## src/hdl/mfbi_pkg.sv

```systemverilog
// Shared types and constants for the multichannel FIR block integrator.
// Holds sizes, register indexes, mode codes, controller states and the
// command/status structs. No dependencies.
package mfbi_pkg;

  localparam int CHANNELS       = 16;
  localparam int TAPS           = 64;
  localparam int MAX_BLOCK      = 256;
  localparam int COEF_FRAC_BITS = 14;

  localparam int CH_W     = 4;
  localparam int TAP_W    = 6;
  localparam int TAPCNT_W = 7;
  localparam int MEM_DEPTH = CHANNELS * TAPS;
  localparam int MEM_AW    = $clog2(MEM_DEPTH);

  localparam logic [1:0] REG_MODE  = 2'd0;
  localparam logic [1:0] REG_TAPS  = 2'd1;
  localparam logic [1:0] REG_CHANS = 2'd2;
  localparam logic [1:0] REG_BLEN  = 2'd3;

  localparam logic [1:0] MODE_NONE = 2'd0;
  localparam logic [1:0] MODE_MEAN = 2'd1;
  localparam logic [1:0] MODE_RMS  = 2'd2;
  localparam logic [1:0] MODE_MAX  = 2'd3;

  typedef enum logic [3:0] {
    S_CLEAR, S_IDLE, S_DEC, S_MAC, S_DRAIN, S_FILT,
    S_DIV, S_SQLD, S_SQRT, S_RES, S_DONE
  } state_e;

  typedef struct packed {
    logic [1:0] mode;
    logic [6:0] taps;
    logic [4:0] chans;
    logic [8:0] blen;
  } cfg_t;

  typedef struct packed {
    logic clear;
    logic accept;
    logic dec;
    logic mac;
    logic filt;
    logic div;
    logic sqld;
    logic sqrt;
    logic res;
    logic push;
  } cmd_t;

  typedef struct packed {
    logic       clr_last;
    logic       func;
    logic       drop;
    logic       taps_zero;
    logic       k_last;
    logic       pipe_idle;
    logic       closing;
    logic [1:0] mode;
    logic       div_last;
    logic       sqrt_last;
    logic       out_free;
  } status_t;

endpackage

```

## src/hdl/mfbi_ctrl.sv

```systemverilog
// Controller state machine of the FIR block integrator.
// Depends on mfbi_pkg; drives the datapath through cmd_t and reads status_t.
module mfbi_ctrl (
  input  logic             clk_i,
  input  logic             rst_ni,
  input  logic             in_valid_i,
  output logic             in_ready_o,
  input  mfbi_pkg::status_t st_i,
  output mfbi_pkg::cmd_t    cmd_o
);
  import mfbi_pkg::*;

  state_e state_q, state_d;

  always_ff @(posedge clk_i or negedge rst_ni) begin
    if (!rst_ni) begin
      state_q <= S_CLEAR;
    end else begin
      state_q <= state_d;
    end
  end

  always_comb begin
    state_d = state_q;
    unique case (state_q)
      S_CLEAR: if (st_i.clr_last) state_d = S_IDLE;
      S_IDLE:  if (in_valid_i) state_d = S_DEC;
      S_DEC: begin
        if (st_i.func || st_i.drop) state_d = S_IDLE;
        else if (st_i.taps_zero) state_d = S_DONE;
        else state_d = S_MAC;
      end
      S_MAC:   if (st_i.k_last) state_d = S_DRAIN;
      S_DRAIN: if (st_i.pipe_idle) state_d = S_FILT;
      S_FILT: begin
        if (st_i.mode == MODE_NONE) state_d = S_DONE;
        else if (!st_i.closing) state_d = S_IDLE;
        else if (st_i.mode == MODE_MAX) state_d = S_DONE;
        else state_d = S_DIV;
      end
      S_DIV: begin
        if (st_i.div_last) state_d = (st_i.mode == MODE_RMS) ? S_SQLD : S_RES;
      end
      S_SQLD:  state_d = S_SQRT;
      S_SQRT:  if (st_i.sqrt_last) state_d = S_RES;
      S_RES:   state_d = S_DONE;
      S_DONE:  if (st_i.out_free) state_d = S_IDLE;
      default: state_d = S_CLEAR;
    endcase
  end

  always_comb begin
    cmd_o      = '0;
    in_ready_o = 1'b0;
    unique case (state_q)
      S_CLEAR: cmd_o.clear = 1'b1;
      S_IDLE: begin
        in_ready_o   = 1'b1;
        cmd_o.accept = in_valid_i;
      end
      S_DEC:   cmd_o.dec  = 1'b1;
      S_MAC:   cmd_o.mac  = 1'b1;
      S_DRAIN: ;
      S_FILT:  cmd_o.filt = 1'b1;
      S_DIV:   cmd_o.div  = 1'b1;
      S_SQLD:  cmd_o.sqld = 1'b1;
      S_SQRT:  cmd_o.sqrt = 1'b1;
      S_RES:   cmd_o.res  = 1'b1;
      S_DONE:  cmd_o.push = st_i.out_free;
      default: ;
    endcase
  end

endmodule

```

## config.mk

```make
export PLATFORM = sky130hd
export DESIGN_NAME = mfbi_ctrl
export DESIGN_NICKNAME = d
export VERILOG_FILES = /design/src/hdl/mfbi_pkg.sv /design/src/hdl/mfbi_ctrl.sv
export SDC_FILE = /design/constraint.sdc
export NUM_CORES = 1
export LEC_CHECK = 0
export ABC_AREA = 1
export BUFFER_PORTS_ARGS = -buffer_cell sky130_fd_sc_hd__buf_2
export CAP_MARGIN = 5
export CORE_MARGIN = 2
export CORE_UTILIZATION = 40
export CTS_CLUSTER_DIAMETER = 150
export DETAILED_ROUTE_END_ITERATION = 8
export PLACE_DENSITY = 0.73
export SYNTH_ARGS = -nofsm -noshare
export SYNTH_HDL_FRONTEND = slang
export SYNTH_SLANG_ARGS = --single-unit
```

## constraint.sdc

```tcl
create_clock -name clk_i -period 1.27 [get_ports clk_i]
set_clock_uncertainty 0.1 [all_clocks]
set_input_delay 0.0635 -clock clk_i [delete_from_list [all_inputs] [get_ports clk_i]]
set_output_delay 0.0635 -clock clk_i [all_outputs]
set_load 0.1 [all_outputs]
```

==> results.json, run 1 <==
{
  "worstEndpointType": "output port",
  "synth_cell_type_count": 17,
  "cts-root-buf": "clkbuf_4",
  "antenna_found_initial": 0,
  "start_util_pct": 42.5,
  "clock_sinks": 4,
  "die_w_um": 40.9,
  "syn_nets": 120,
  "gp_congestion": 0.892,
  "syn_area_sq_um": 546,
  "post-dp-hpwl_um": 1410,
  "first-error": "[ERROR DPL-0033] detailed placement checks failed during check placement.",
  "grt_max_degree": 8,
  "io_buffers": 25,
  "cts.htree.levels": 1,
  "grt_worst_setup_endpoint": "cmd_o[3]",
  "ys_seq_area_share_pct": 18.3,
  "io_pins": 26,
  "cts_max_path_buffers": 2,
  "fp.dieH_um": 40.9,
  "pre_cts_slack_ns": -0.229,
  "cts_buffers": 3,
  "synthCells": 105,
  "yosysWarnings": 0,
  "rows": 13,
  "status": "did not finish",
  "lastStage": "5_1_grt",
  "synth.avg_cell_area_sq_um": 5.20,
  "synth_seq_cells": 4
}
kinds of logic after synthesis:
group | after synthesis | share of synthesized area (%)
and+or+nand+nor | 70 | 58.9
buffers and inverters | 25 | 17.2
AOI/OAI and AO/OA | 6 | 5.50
DFF | 4 | 18.3
stage by stage:
step                      area (sq um)  setup TNS [ns]  instances  hold slack (ns)  utilization, %
after global placement            1020          -0.813        155           -0.229            79.2
after floorplan                    621           -3.10        105           -0.332               -
after detailed placement          1020           -1.34        155           -0.229            79.2
after CTS                         1170           -2.88        166           0.0547            91.4
Yosys cell counts (all sizes together):
master,n,area share (%)
nor2,23,19
a21oi,3,2.8
o21ai,3,2.8
nand3b,1,1.4
nand2,35,27
dfrtp,4,18
nand3,9,9.2
nand4,1,1.1
nor3,1,0.92
inv,24,17
clkinv,1,0.69
timing repair:
action,in CTS
setup buffers,6
endpoints found under the hold margin,4
pin swaps,8
gates resized for setup,25
setup endpoints to repair,15
hold buffers,1
cloned,0
==> run 2, diff against run 1 <==
- CORE_AREA: unset -> 2 2 63 65
- CORE_MARGIN: 2 -> unset
- CORE_UTILIZATION: 40 -> unset
- CTS_CLUSTER_DIAMETER: 150 -> unset
- DIE_AREA: unset -> 0 0 65 67
- PLACE_DENSITY: 0.73 -> unset
- PLACE_DENSITY_LB_ADDON: unset -> 0.15
- clock period: 1.27 -> 1.7 ns (I/O delays scaled with it)
==> results.json, run 2 <==
{
  "p_int_w": 0.000721,
  "synth.avg_cell_area_sq_um": 5.20,
  "synth-edff-count": 0,
  "rows": 22,
  "io_buffers": 25,
  "synth_seq_cells": 4,
  "synth_xor_area_share_pct": 0,
  "io_pins": 26,
  "critPathCaptureType": "output pin",
  "reg2reg_slack_ns": 0.22,
  "largest-register": "state_q",
  "gp_congestion": 0.692,
  "clk_latency_ns": 0.22,
  "largest_register_ffs": 4,
  "p_leak_nw": 0.520,
  "synth_cell_type_count": 17,
  "nets": 151,
  "grt_max_degree": 8,
  "grt_pass1_wl_um": 2870,
  "first_pass_iters": 4,
  "antenna_found_initial": 0,
  "syn_area_sq_um": 546,
  "fin_crit_sh_pct": 94.3,
  "post-route-drc-count": 0,
  "min_period_ns": 1.60,
  "ys_seq_area_share_pct": 18.3,
  "core_area_sq_mm": 0.00361,
  "hold_slack_ns": 0.100,
  "fmax_ghz": 0.624,
  "p_comb_share_pct": 76.5,
  "final_cell_mix": "nand2_1, inv_1, buf_2, nor2_1, buf_12",
  "start_kind": "register",
  "crit_fanout": 7,
  "grt-ovfl-total": 0,
  "cts_max_path_buffers": 2,
  "layout-drive-gt1-share_pct": 38.1,
  "grt_pass1_vias": 655,
  "die_w_um": 65,
  "ys_async_sr_fraction_pct": 100,
  "worst_slew_pin_slew_ns": 0.488,
  "worstPathRequired_ns": 1.51,
  "setup_viol": 0,
  "power_frac_seq_pct": 12.0,
  "synthAdderAreaFrac_pct": 0,
  "synth_top_area_cell": "nand2_1",
  "drtAntennaViolNets": 0,
  "top_regs": "state_q x4",
  "post_synth_mux_area_share_pct": 0,
  "synth_common_cells": "nand2_1, inv_1, nor2_1",
  "nFillCells": 421,
  "cts-root-buf": "clkbuf_8",
  "powerDensity_mw_per_mm2": 1780,
  "drv_cap": 0,
  "cts.htree.levels": 1,
  "ir_drop_uv": 444,
  "rr_worst_depth": 9,
  "ys_top_cells_by_area": "nand2_1, dfrtp_1, inv_1",
  "netSwitchingFraction_pct": 59.0,
  "yosysWarnings": 0,
  "vias": 694,
  "dr.first_iter.drc_count": 18,
  "p_sw_w": 0.00104,
  "finalWorstSetupSlack_ns": 0.0968,
  "cts_buffers": 3,
  "routedWlPerCell_um": 9.29,
  "post-dp-hpwl_um": 1510,
  "path_clk_slew_ns": 0.03,
  "fp.dieH_um": 67,
  "grt.total_usage_pct": 8.80,
  "crit_arrival_ns": 1.42,
  "hold_violations": 0,
  "wl_um": 1690,
  "start_util_pct": 15.1,
  "pre_cts_slack_ns": 0.251,
  "synthCells": 105,
  "syn_nets": 120,
  "clock_sinks": 4,
  "synth_top_area_share_pct": 21.3,
  "tritoncts": "done",
  "rsz0062_at_grt": "no",
  "relSlewSlack_pct": 67.7,
  "synth.most_common_cell": "nand2_1",
  "hp-class": "input pin to asynchronous set/reset pin",
  "status": "completed",
  "crit_type": "register to output pin",
  "synth_top_family_by_area": "simple AND/OR/NAND/NOR gates",
  "n_antenna_cell": 0,
  "clkPwrFrac_pct": 11.5,
  "die_area_sq_mm": 0.00436,
  "synth_compound_area_share_pct": 5.50,
  "slew_violations": 0,
  "r2r-start": "state_q[1]",
  "syn_to_final_growth_pct": 81.2,
  "reg2reg_to": "state_q[2]",
  "drt-vias-per-instance": 3.81,
  "yosys.area_share.simple_pct": 58.9,
  "final_common_cell": "nand2_1",
  "synth_ff_type": "dfrtp_1"
}
## run 2: cell counts after synthesis
No cell type changed its count.
## run 2: metrics by stage
step,instance area (sq um),total power [W],TNS (ns),util (%),cells
finish,988,0.00176,0,27.4,182
global route,988,0.00189,0,27.4,182
CTS,978,0.00177,0,27.1,182
detailed placement,927,0.00155,0,25.7,178
global placement,927,0.00156,0,25.7,178
floorplan,592,0.00113,-1.74,-,105
## run 2: logic make-up after synthesis
kind of cell | Yosys count
flip-flops | 4
AO/OA/AOI/OAI | 6
buffers and inverters | 25
AND/OR/NAND/NOR | 70
## run 2: worst max-delay path: stages, from the launching register on
cell and delay (ns):
dfrtp_1 0.50, inv_2 0.10, nor2_2 0.19, nand2_1 0.12, nor2_4 0.11, buf_12 0.18
## run 2: area by class of cell
cell class / count / area (sq um) / share of cell area (%)
tap: 48 / 60.1 / 6.08
multi-input combinational: 76 / 403 / 40.8
inverter: 25 / 98.8 / 10.0
sequential: 4 / 100 / 10.1
clock buffer: 3 / 41.3 / 4.18
timing repair buffer: 26 / 285 / 28.9
## run 2: metal layers
layer	up-vias	GRT usage, %	share of wire (%)
li1	372	-	-
met1	308	10.9	44
met2	11	14.2	50
met3	3	2.36	4.3
met4	0	3.99	1.5
met5	-	0	0
## run 2: worst max-delay path by stage
stage / slack, ns / startpoint / endpoint / depth (start not counted)
finish: 0.1 / state_q[1] / cmd_o[0] / 5
global route: 0.008 / state_q[1] / cmd_o[0] / 5
CTS: 0.06 / state_q[3] / cmd_o[2] / 5
detailed placement: 0.25 / state_q[3] / state_q[2] / 9
global placement: 0.26 / state_q[2] / state_q[3] / 8
floorplan: -0.45 / state_q[3] / cmd_o[1] / 4
## run 2: power groups by stage
| stage | Combinational, W | Sequential, W | Clock (W) |
|---|---|---|---|
| 2_1_floorplan | 0.000942 | 0.000187 | 0 |
| 3_3_place_gp | 0.00136 | 0.000207 | 0 |
| 4_1_cts | 0.00136 | 0.000203 | 0.000209 |
| 6_report | 0.00135 | 0.000211 | 0.000203 |
| 3_5_place_dp | 0.00135 | 0.000204 | 0 |
| 5_1_grt | 0.00145 | 0.000220 | 0.000221 |
## run 2: timing repair
| item | CTS | global route |
|---|---|---|
| buffers inserted | 0 | 0 |
| setup endpoints to repair | 0 | 2 |
| hold buffers | 1 | 0 |
| gates resized for setup | 0 | 2 |
| hold endpoints to repair | 4 | 0 |
Power figures use the tool's default switching activity.
